### src/hw/rtl/asmq_pkg.sv
package asmq_pkg;

  // Reading codes, shared by sensor inputs and held states
  localparam logic [1:0] RdClear  = 2'd0;
  localparam logic [1:0] RdTrig   = 2'd1;
  localparam logic [1:0] RdUnread = 2'd2;

  // Request action codes
  localparam logic [2:0] ActSample   = 3'd0;
  localparam logic [2:0] ActLimitFb  = 3'd1;
  localparam logic [2:0] ActSetPend  = 3'd2;
  localparam logic [2:0] ActReplied  = 3'd3;
  localparam logic [2:0] ActTick     = 3'd4;
  localparam logic [2:0] ActReset    = 3'd5;

  // Configuration register indexes
  localparam logic [1:0] CfgStaleTicks      = 2'd0;
  localparam logic [1:0] CfgIdleNeeded      = 2'd1;
  localparam logic [1:0] CfgMotionNeeded    = 2'd2;
  localparam logic [1:0] CfgDropoutsAllowed = 2'd3;

  localparam int unsigned CfgIdxWidth  = 2;
  localparam int unsigned CfgDataWidth = 16;

  // Configuration reset values
  localparam logic [15:0] StaleTicksRst      = 16'd30000;
  localparam logic [3:0]  IdleNeededRst      = 4'd2;
  localparam logic [3:0]  MotionNeededRst    = 4'd2;
  localparam logic [2:0]  DropoutsAllowedRst = 3'd1;

  typedef struct packed {
    logic [2:0] action;
    logic [1:0] low_reading;
    logic [1:0] org_reading;
    logic [1:0] high_reading;
    logic [1:0] motion_reading;
    logic [1:0] limit_reading;
    logic       high_side;
    logic       pending;
    logic [7:0] activity_tag;
  } req_t;

  typedef struct packed {
    logic [1:0] low_state;
    logic [1:0] org_state;
    logic [1:0] high_state;
    logic [1:0] motion_state;
    logic       axis_moving;
    logic       command_busy;
    logic       reply_seen;
    logic       is_stale;
    logic       sensors_changed;
    logic       command_done;
    logic [7:0] current_activity;
  } rsp_t;

  typedef struct packed {
    logic stale;
    logic moving;
    logic pending;
    logic replied;
    logic saw_motion;
  } flags_t;

  localparam flags_t FlagsRst = '{stale: 1'b1, moving: 1'b0, pending: 1'b0,
                                  replied: 1'b0, saw_motion: 1'b0};

  // Map the unused code three to unreadable
  function automatic logic [1:0] norm_reading(input logic [1:0] r);
    return (r == 2'd3) ? RdUnread : r;
  endfunction

  function automatic logic [3:0] sat_inc4(input logic [3:0] v);
    return (v == 4'hF) ? v : v + 4'd1;
  endfunction

endpackage

### src/hw/rtl/axis_sensor_motion_qualifier.sv
// Axis sensor motion qualifier.
// Input channel: in_valid_i / in_stall_o carry one request (req_t) per cycle:
// a sensor sample, limit feedback, set pending, rig reply, tick or reset.
// Output channel: out_valid_o / out_stall_i carry one result (rsp_t) per
// request, showing the held sensor states and status after that request.
// The result is registered: it appears in the output register on the
// clock after the request is taken. Throughput is one request per cycle;
// the whole update is a single pass of flag and 4/16-bit counter logic
// from the tracking registers into the result register.
// When the receiver stalls, the result register holds its content and
// in_stall_o rises only while that register is full and stalled, so a new
// request is taken in the same cycle the old result leaves.
// Configuration: cfg_valid_i / cfg_ready_o with a register index and data;
// ready is always high. Write only while no request is in flight.
// Reset (rst_ni low) restores default configuration, sets all held sensor
// states to unreadable, marks the axis stale and empties the output.
module axis_sensor_motion_qualifier
  import asmq_pkg::*;
(
  input  logic                    clk_i,
  input  logic                    rst_ni,
  input  logic                    in_valid_i,
  output logic                    in_stall_o,
  input  req_t                    in_data_i,
  output logic                    out_valid_o,
  input  logic                    out_stall_i,
  output rsp_t                    out_data_o,
  input  logic                    cfg_valid_i,
  output logic                    cfg_ready_o,
  input  logic [CfgIdxWidth-1:0]  cfg_index_i,
  input  logic [CfgDataWidth-1:0] cfg_data_i
);

  logic [15:0] stale_ticks_q;
  logic [3:0]  idle_needed_q, motion_needed_q;
  logic [2:0]  drops_allowed_q;

  logic [1:0]  low_q, org_q, high_q, motion_q;
  logic [1:0]  low_d, org_d, high_d, motion_d;
  logic [3:0]  drop_q [3];
  logic [3:0]  drop_d [3];
  logic [3:0]  idle_q, idle_d, mstreak_q, mstreak_d;
  flags_t      flags_q, flags_d;
  logic [15:0] elapsed_q, elapsed_d;
  logic [7:0]  act_q, act_d;

  logic        out_valid_q;
  rsp_t        out_q;

  logic        accept;
  logic        changed, done;
  logic [1:0]  mv, lim;
  logic [1:0]  hv [3];
  logic [1:0]  rd_in [3];
  logic [1:0]  rd_prev [3];

  assign cfg_ready_o = 1'b1;
  assign in_stall_o  = out_valid_q & out_stall_i;
  assign accept      = in_valid_i & ~in_stall_o;
  assign out_valid_o = out_valid_q;
  assign out_data_o  = out_q;

  always_ff @(posedge clk_i or negedge rst_ni) begin
    if (!rst_ni) begin
      stale_ticks_q   <= StaleTicksRst;
      idle_needed_q   <= IdleNeededRst;
      motion_needed_q <= MotionNeededRst;
      drops_allowed_q <= DropoutsAllowedRst;
    end else if (cfg_valid_i) begin
      unique case (cfg_index_i)
        CfgStaleTicks:      stale_ticks_q   <= cfg_data_i;
        CfgIdleNeeded:      idle_needed_q   <= cfg_data_i[3:0];
        CfgMotionNeeded:    motion_needed_q <= cfg_data_i[3:0];
        CfgDropoutsAllowed: drops_allowed_q <= cfg_data_i[2:0];
        default: ;
      endcase
    end
  end

  assign rd_in[0]   = norm_reading(in_data_i.low_reading);
  assign rd_in[1]   = norm_reading(in_data_i.org_reading);
  assign rd_in[2]   = norm_reading(in_data_i.high_reading);
  assign rd_prev[0] = low_q;
  assign rd_prev[1] = org_q;
  assign rd_prev[2] = high_q;
  assign mv         = norm_reading(in_data_i.motion_reading);
  assign lim        = norm_reading(in_data_i.limit_reading);

  // Bridge dropouts: hold the last good value until the count runs past the limit
  always_comb begin
    for (int i = 0; i < 3; i++) begin
      drop_d[i] = drop_q[i];
      hv[i]     = rd_in[i];
      if (rd_in[i] != RdUnread) begin
        drop_d[i] = 4'd0;
      end else if (rd_prev[i] == RdUnread) begin
        hv[i] = RdUnread;
      end else begin
        drop_d[i] = sat_inc4(drop_q[i]);
        hv[i]     = (drop_d[i] > {1'b0, drops_allowed_q}) ? RdUnread : rd_prev[i];
      end
    end
  end

  always_comb begin
    low_d     = low_q;
    org_d     = org_q;
    high_d    = high_q;
    motion_d  = motion_q;
    idle_d    = idle_q;
    mstreak_d = mstreak_q;
    flags_d   = flags_q;
    elapsed_d = elapsed_q;
    act_d     = act_q;
    changed   = 1'b0;
    done      = 1'b0;
    unique case (in_data_i.action)
      ActSample: begin
        low_d    = hv[0];
        org_d    = hv[1];
        high_d   = hv[2];
        motion_d = mv;
        changed  = (hv[0] != low_q) || (hv[1] != org_q) || (hv[2] != high_q) ||
                   (mv != motion_q);
        if (mv == RdClear) begin
          idle_d    = sat_inc4(idle_q);
          mstreak_d = 4'd0;
        end else if (mv == RdTrig) begin
          mstreak_d = sat_inc4(mstreak_q);
          idle_d    = 4'd0;
        end else begin
          idle_d    = 4'd0;
          mstreak_d = 4'd0;
        end
        if (mv == RdTrig && (flags_q.pending || mstreak_d >= motion_needed_q)) begin
          flags_d.saw_motion = 1'b1;
          flags_d.moving     = 1'b1;
        end else if (flags_q.moving && idle_d >= idle_needed_q) begin
          flags_d.moving = 1'b0;
        end
        flags_d.stale = 1'b0;
        elapsed_d     = 16'd0;
        if (flags_d.pending && flags_d.replied && !flags_d.moving &&
            idle_d >= idle_needed_q) begin
          flags_d.pending = 1'b0;
          act_d           = 8'd0;
          done            = 1'b1;
        end
      end
      ActLimitFb: begin
        if (in_data_i.high_side) begin
          high_d  = lim;
          changed = (lim != high_q);
        end else begin
          low_d   = lim;
          changed = (lim != low_q);
        end
        flags_d.stale = 1'b0;
        elapsed_d     = 16'd0;
      end
      ActSetPend: begin
        if (!(flags_q.pending == in_data_i.pending && act_q == in_data_i.activity_tag)) begin
          act_d = in_data_i.activity_tag;
          if (in_data_i.pending) begin
            flags_d.pending    = 1'b1;
            flags_d.saw_motion = 1'b0;
            flags_d.replied    = 1'b0;
            idle_d             = 4'd0;
            mstreak_d          = 4'd0;
          end else begin
            flags_d.pending = 1'b0;
          end
        end
      end
      ActReplied: begin
        if (flags_q.pending && !flags_q.replied) begin
          flags_d.replied = 1'b1;
          if (!flags_q.saw_motion) begin
            idle_d = 4'd0;
          end
          if (!flags_q.moving && idle_d >= idle_needed_q) begin
            flags_d.pending = 1'b0;
            act_d           = 8'd0;
            done            = 1'b1;
          end
        end
      end
      ActTick: begin
        elapsed_d = (elapsed_q == 16'hFFFF) ? elapsed_q : elapsed_q + 16'd1;
        if (!flags_q.stale && elapsed_d >= stale_ticks_q) begin
          idle_d    = 4'd0;
          mstreak_d = 4'd0;
          flags_d   = FlagsRst;
          act_d     = 8'd0;
        end
      end
      ActReset: begin
        changed   = (low_q != RdUnread) || (org_q != RdUnread) ||
                    (high_q != RdUnread) || (motion_q != RdUnread);
        low_d     = RdUnread;
        org_d     = RdUnread;
        high_d    = RdUnread;
        motion_d  = RdUnread;
        idle_d    = 4'd0;
        mstreak_d = 4'd0;
        flags_d   = FlagsRst;
        act_d     = 8'd0;
        elapsed_d = 16'd0;
      end
      default: ;
    endcase
  end

  // Dropout counts move only on samples and get cleared by timeout and reset
  always_ff @(posedge clk_i or negedge rst_ni) begin
    if (!rst_ni) begin
      for (int i = 0; i < 3; i++) begin
        drop_q[i] <= 4'd0;
      end
    end else if (accept) begin
      for (int i = 0; i < 3; i++) begin
        if (in_data_i.action == ActSample) begin
          drop_q[i] <= drop_d[i];
        end else if (in_data_i.action == ActReset ||
                     (in_data_i.action == ActTick && flags_q.stale == 1'b0 &&
                      elapsed_d >= stale_ticks_q)) begin
          drop_q[i] <= 4'd0;
        end
      end
    end
  end

  always_ff @(posedge clk_i or negedge rst_ni) begin
    if (!rst_ni) begin
      low_q     <= RdUnread;
      org_q     <= RdUnread;
      high_q    <= RdUnread;
      motion_q  <= RdUnread;
      idle_q    <= 4'd0;
      mstreak_q <= 4'd0;
      flags_q   <= FlagsRst;
      elapsed_q <= 16'd0;
      act_q     <= 8'd0;
    end else if (accept) begin
      low_q     <= low_d;
      org_q     <= org_d;
      high_q    <= high_d;
      motion_q  <= motion_d;
      idle_q    <= idle_d;
      mstreak_q <= mstreak_d;
      flags_q   <= flags_d;
      elapsed_q <= elapsed_d;
      act_q     <= act_d;
    end
  end

  always_ff @(posedge clk_i or negedge rst_ni) begin
    if (!rst_ni) begin
      out_valid_q <= 1'b0;
    end else if (accept) begin
      out_valid_q <= 1'b1;
    end else if (!out_stall_i) begin
      out_valid_q <= 1'b0;
    end
  end

  always_ff @(posedge clk_i) begin
    if (accept) begin
      out_q.low_state        <= low_d;
      out_q.org_state        <= org_d;
      out_q.high_state       <= high_d;
      out_q.motion_state     <= motion_d;
      out_q.axis_moving      <= flags_d.moving;
      out_q.command_busy     <= flags_d.pending;
      out_q.reply_seen       <= flags_d.replied;
      out_q.is_stale         <= flags_d.stale;
      out_q.sensors_changed  <= changed;
      out_q.command_done     <= done;
      out_q.current_activity <= act_d;
    end
  end

endmodule
### config.mk
export PLATFORM = sky130hd
export DESIGN_NAME = axis_sensor_motion_qualifier
export DESIGN_NICKNAME = d
export VERILOG_FILES = /design/src/hw/rtl/asmq_pkg.sv /design/src/hw/rtl/axis_sensor_motion_qualifier.sv
export SDC_FILE = /design/constraint.sdc
export NUM_CORES = 1
export LEC_CHECK = 0
export ABC_AREA = 1
export BUFFER_PORTS_ARGS = -buffer_cell sky130_fd_sc_hd__buf_2
export CAP_MARGIN = 20
export CORE_ASPECT_RATIO = 0.6
export CORE_MARGIN = 8
export CORE_UTILIZATION = 45
export DETAILED_ROUTE_END_ITERATION = 7
export SETUP_SLACK_MARGIN = 0.15
export SYNTH_ARGS = -nofsm -noshare
export SYNTH_HDL_FRONTEND = slang
export SYNTH_SLANG_ARGS = --single-unit
### constraint.sdc
create_clock -name clk_i -period 3.5 [get_ports clk_i]
set_input_delay 0.7 -clock clk_i [delete_from_list [all_inputs] [get_ports clk_i]]
set_output_delay 0.7 -clock clk_i [all_outputs]
set_load 0.02 [all_outputs]
==> metrics.txt, run 1 <==
Worst Max-Slew Pin Slew=~0.6 ns; H-tree depth=3; Tcrit/Tclk final=roughly 90%; GRT Util Overall=19.1%; die area=0.0208 sq mm; routed via count=around 6,400; syn nets=1,094; Syn-to-layout area delta=14.0%; Reg clk slew, reported paths=0.08 ns; dpl ws=between 0.1 and 0.15 ns; initial core utilization=45.6%; setup TNS=0 ns; Crit-path slowest cell=dfrtp_1; Root Driver=clkbuf_16; commonest non-fill, non-tap cell in the layout=nand2_1; initial antenna violation count=0; slowest stage delay, CP=0.39 ns; Worst Setup End Kind=flop; Final min period=3.10 ns; Final Hold Vio Count=0; critical path's most frequent cell=nand2_1; Crit path required time=3.74 ns; FMAX=322 MHz; via/cell ratio=5.04; Setup Viol. Count Final=0; final setup skew=0.0111 ns; min-delay worst type=in2async; remaining antenna violation count=0; Die Width=about 180 um; Util after Layout=52.0%; cts bufs inserted=9; largest net degree at the start of global routing=56; post-synth top area cell=dfrtp_1; Avg Inst Size Synth=7.41 sq um; kind of critical path=reg2reg; TritonCTS Sinks=107; cells after synthesis=989; Slew Viols, Final=0; total wire length=19.4 mm; Unique masters post-synth=51; RSZ-0062 raised after global routing=false; Peak VDD IR=a little over 0.2 mV; Max FO, Critical Path=8; most frequent cells in the layout=nand2_1 (296), inv_1 (134), o21ai_0 (75); # port buffers=between 60 and 70; clock latency on the worst-skew pair=0.35 ns; number of global-route vias before repair=5,973; yosys warns=0; Seq/Total Area, Yosys=38.3%; status=completed; Pwr Density=roughly 400 mW/mm^2; clock buffer depth=2; layout cells sized above 1=15.2%; Startpoint Class=flop; EDFF count, synth=22; initial DRC count=between 600 and 700; GP Congestion=0.893; first-pass GRT wire length=approximately 32 mm; Post-Syn Area=0.00733 sq mm; Buffers & Inverters on Critical Path=3; CTS Hold Buffers Added=0; hpwl dp=15.4 mm; Max-slew headroom=58.9%; Async S/R FF share, synth=between 70% and 80%; first-pass iteration count of the detailed router=5; fin nets=between 1,000 and 1,500; ys flop type=dfrtp_1; Antenna diodes=0; Largest delay share family, worst path=simple AND/OR/NAND/NOR gates; CTS tree=built; Remaining Overflow, GRT=0; PnR worst setup slack=0.399 ns; FF+latch count, synth=107; Residual DRC=0; boundary pin count=between 70 and 80; CP cell instances=ha_2 -> nand2_1 -> inv_2 -> nand2_4 -> nor2_8 -> nand4_4 -> buf_4 -> xor2_1 -> o22ai_1 -> inv_1 -> ha_1 -> nand2_1 -> nor2_1 -> nand3_1 -> nand3_1 -> nand3_2 -> nand2_4 -> nand2_2 -> nand2_1 -> o21ai_1; Arrival @ worst endpoint=3.34 ns; row cnt=36; top-area cell type share of the netlist area=23.9%; core area=0.0161 sq mm; FF-to-FF Start=elapsed_q[1]; drt wl/cell=15.2 um; die height=around 110 um; total leakage power=roughly 4.3 nW; Area contributors post-synth=dfrtp_1 (24%), nand2_1 (15%), ha_1 (10%); Critical Path Start=elapsed_q[1]; number of max-cap violations=0
cells in the mapped netlist, drive strengths merged (2+ instances only):
master     n
nand3b     4
buf        8
a31oi      4
a21oi     47
edfxtp    22
o22ai      8
o21ai    104
nand3     50
nor2      69
mux2       3
nand4     13
nor3       8
or2        3
o211ai     5
dfrtp     70
o2111ai    2
clkbuf     9
a211oi     2
xnor2      7
clkinv     2
ha        59
nand2    308
dfstp     15
xor2      14
inv      143
area by class of cell:
type,instances,area (sq um)
Inverter,145,544
Clock inverter,7,87.6
Fill cell,1596,7730
Tap cell,209,262
Clock buffer,9,225
Sequential cell,107,2810
Multi-Input combinational cell,720,3990
Timing Repair Buffer,81,438
registers in the layout, indices dropped and copies added, names as in the netlist:
register         cells
out_data_o          22
mstreak_q            4
motion_needed_q      4
flags_q              5
drop_q              12
out_valid_o          1
elapsed_q           16
motion_q             2
high_q               2
idle_needed_q        4
org_q                2
act_q                8
idle_q               4
low_q                2
drops_allowed_q      3
stale_ticks_q       16
through the flow:
step	area (sq um)	power (mW)	hold slack, ns	std cells
5_1_grt	8350	3.63	0.359	1278
3_3_place_gp	7940	2.34	0.469	1260
2_1_floorplan	7330	2.08	0.404	989
6_report	8350	3.42	0.318	1278
4_1_cts	8250	3.44	0.326	1276
3_5_place_dp	7940	2.35	0.475	1260
logic make-up (layout without fill, tap and decap cells):
kind of cell	count (synthesis)	after routing	synth area share [%]
adders and majority gates	59	59	10.1
other	1	1	0.0512
muxes	3	3	0.461
AOI/OAI and AO/OA	180	180	13.4
buffers and inverters	162	242	8.52
and+or+nand+nor	456	456	26.5
xor gates and xnor gates	21	21	2.61
DFF	107	107	38.3
power by group:
| group | internal (mW) | switching, mW |
|---|---|---|
| clock network | 0.570 | 0.505 |
| logic | 0.277 | 0.531 |
| registers | 1.44 | 0.101 |
timing repair:
action,in CTS,in global routing
resized for setup,0,19
setup endpoints to repair,0,37
buffers inserted,0,2
path summary, 6_finish.rpt:
path	slack, ns	cells after the start	to
worst max-delay path	0.40	20	drop_q[3]
worst min-delay path	0.32	1	stale_ticks_q[6]
worst max register to register	0.40	20	drop_q[3]
worst min register to register	0.49	2	out_valid_o
max in group asynchronous	2.41	2	stale_ticks_q[14]
min in group clk_i	0.49	2	out_valid_o
worst reg2reg max path, stage by stage (launching register included):
cell	delay [ns]
dfrtp_1	0.39
ha_2	0.19
nand2_1	0.08
inv_2	0.10
nand2_4	0.09
nor2_8	0.11
nand4_4	0.15
buf_4	0.19
xor2_1	0.15
o22ai_1	0.16
inv_1	0.07
ha_1	0.28
nand2_1	0.05
nor2_1	0.22
nand3_1	0.11
nand3_1	0.11
nand3_2	0.11
nand2_4	0.15
nand2_2	0.12
nand2_1	0.08
o21ai_1	0.06
routing by layer:
layer  track usage [%]  wire length (um)  vias up
li1                  -                 -     3381
met5                 0                 0        -
met4              3.23               113        0
met2              23.2              6460      171
met1              31.6             11500     2881
met3              5.08              1320        8
Note: power is estimated with default switching activity, not from simulation.
==> inputs of run 2 (changes only) <==
ABC_AREA = not set   (was 1)
==> run 2 against run 1 <==
Against the previous run: cell count down 10%; sequential share of layout area is 3.1 points lower; core utilization rose by 4.9 points; global-route usage rose by 2.9 points; first-iteration DRC count shrank 12%; sequential power is 4% higher; power grew 10%; die area grew 0.77%; critical path type unchanged; largest cell class unchanged.
==> metrics.txt, run 2 <==
PnR worst setup slack=0.0490 ns (-0.350 ns); Async S/R FF share, synth=79.4% (unchanged); dpl ws=-0.202 ns (-0.350 ns); initial core utilization=45.7% (+0.14 points); commonest non-fill, non-tap cell in the layout=nand2_1; slowest stage delay, CP=0.60 ns (+0.21 ns); core area=0.0162 sq mm (+0.56%); CTS tree=built; routed via count=6,731 (+4.5%); final instance area=0.00920 sq mm (+10%); die height=115 um (+0.37%); total wire length=23.1 mm (+19%); first-pass GRT wire length=35.8 mm (+12%); fin nets=1,037 (-11%); number of flip-flops in the largest register=22 (unchanged); Max-slew headroom=43.9% (-15 points); Residual DRC=0 (unchanged); Pwr Density=409 mW/mm^2 (about the same); Root Driver=clkbuf_16; drt wl/cell=20.2 um (+33%); number of global-route vias before repair=6,463 (+8.2%); Startpoint Class=flop; Tcrit/Tclk final=98.6% (+10 points); Slew Viols, Final=0 (unchanged); power after layout=3.76 mW (+10%); Unique masters post-synth=80 (+57%); Crit-path slowest cell=or4_4; RSZ-0062 raised after global routing=true; CP cell instances=and3_4 -> nand3_4 -> or4_4 -> nand4_1 -> xnor2_2 -> ha_1 -> nand4_1 -> nor2_2 -> o21ai_2 -> o2111a_2 -> nor3_4 -> buf_6 -> nand2_8 -> mux2_4; largest net degree at the start of global routing=83 (+48%); post-synth top area cell=dfrtp_1; ys flop type=dfrtp_1; critical path's most frequent cell=nand4_1; synth cell count leaders=nand2_1 (92), dfrtp_1 (70), o21ai_0 (60); Max FO, Critical Path=5 (-3); GRT Util Overall=22.0% (+2.9 points); Setup Viol. Count Final=0 (unchanged); clock latency on the worst-skew pair=0.37 ns (+0.02 ns); Die Width=181 um (+0.40%); Syn-to-layout area delta=24.5%; status=completed; GP Congestion=0.920 (+3.1%); Util after Layout=56.9% (+4.9 points); Final min period=3.45 ns (+0.350 ns); clock buffer depth=2 (unchanged); TritonCTS Sinks=107 (unchanged); Seq/Total Area, Yosys=38.0% (-0.33 points); boundary pin count=71 (unchanged); initial DRC count=551 (-12%); kind of critical path=reg2reg; Post-Syn Area=0.00739 sq mm (+0.87%); Avg Inst Size Synth=9.23 sq um (+25%); H-tree depth=3 (unchanged); Peak VDD IR=0.226 mV (+10%); final setup skew=0.0117 ns (+0.000616 ns); top-area cell type share of the netlist area=23.7% (-0.21 points); number of max-cap violations=0 (unchanged); Antenna diodes=0 (unchanged); remaining antenna violation count=0 (unchanged); hpwl dp=17.5 mm (+14%); WHS=0.229 ns (-0.0885 ns); CTS Hold Buffers Added=0 (unchanged); Reg clk slew, reported paths=0.08 ns (about the same); via/cell ratio=5.87 (+17%); setup TNS=0 ns (unchanged); FMAX=290 MHz (-10%); DP Area=0.00840 sq mm (+5.8%); Finished Layout Cells=1,146 (-10%); Final Hold Vio Count=0 (unchanged); layout cells sized above 1=31.1% (+16 points); Buffers & Inverters on Critical Path=1 (-2); most frequent cells in the layout=nand2_1 (86), buf_4 (81), dfrtp_1 (70); syn nets=906 (-17%); Arrival @ worst endpoint=3.70 ns (+0.36 ns); initial antenna violation count=0 (unchanged); Worst Setup End Kind=flop; FF+latch count, synth=107 (unchanged); dpl cells=1,110 (-12%); # port buffers=69 (unchanged); total leakage power=4.12 nW (-4.2%); Largest delay share family, worst path=simple AND/OR/NAND/NOR gates; row cnt=36 (unchanged); Worst Max-Slew Pin Slew=0.835 ns (+0.221 ns); cells after synthesis=801 (-19%); first-pass iteration count of the detailed router=5 (unchanged); count leader, synth=nand2_1; cts bufs inserted=9 (unchanged); Crit path required time=3.75 ns (about the same); yosys warns=0 (unchanged); Area contributors post-synth=dfrtp_1 (24%), ha_1 (10%), edfxtp_1 (8.9%); EDFF count, synth=22 (unchanged); min-delay worst type=in2async; Remaining Overflow, GRT=0 (unchanged); die area=0.0209 sq mm (+0.77%)
==> run 2: logic make-up (layout without fill, tap and decap cells) <==
| logic type | count (synthesis) | in the layout | synth area share (%) |
|---|---|---|---|
| compound gates | 213 | 213 | 19.5 |
| xor+xnor | 28 | 28 | 3.32 |
| fa+ha+maj | 59 | 59 | 9.99 |
| buf+inv | 76 | 211 | 4.49 |
| flops | 107 | 107 | 38.0 |
| mux | 38 | 38 | 5.60 |
| other cells | 1 | 1 | 0.0507 |
| simple gates | 279 | 280 | 19.0 |
==> run 2: area by class of cell <==
class / count / area, sq um
inverters: 40 / 150
multi-input cells: 619 / 4630
flip-flops and latches: 107 / 2810
well taps: 209 / 262
repair buffers: 155 / 1040
fillers: 1415 / 6970
clock buffers: 9 / 225
clock inverters: 7 / 82.6
==> run 2: worst paths after layout <==
check / from / to / slack (ns) / cells after the start
min in group clk_i: motion_needed_q[0] / motion_needed_q[0] / 0.53 / 1
hold / removal: rst_ni / act_q[4] / 0.23 / 1
setup / recovery: elapsed_q[3] / mstreak_q[1] / 0.05 / 14
setup reg to reg: elapsed_q[3] / mstreak_q[1] / 0.05 / 14
hold reg to reg: motion_needed_q[0] / motion_needed_q[0] / 0.53 / 1
max in group asynchronous: rst_ni / stale_ticks_q[14] / 2.41 / 3
==> run 2: layer usage <==
layer	global-route usage [%]	share of wire, %	vias to the layer above
li1	-	-	3208
met1	34.3	53	3239
met2	27.9	37	270
met3	7.42	9.6	14
met4	4.46	0.70	0
met5	0	0	-
==> run 2: repair_timing <==
| action | in CTS | in global routing |
|---|---|---|
| setup endpoints to repair | 44 | 47 |
| setup buffers | 8 | 9 |
| gates cloned | 1 | 0 |
| pin swaps | 17 | 32 |
| gates resized for setup | 27 | 40 |
==> run 2: power by group <==
group / switching (mW) / internal [mW] / total, mW
Sequential: 0.138 / 1.46 / 1.60
Combinational: 0.616 / 0.451 / 1.07
Clock: 0.532 / 0.571 / 1.10
Total: 1.29 / 2.48 / 3.76
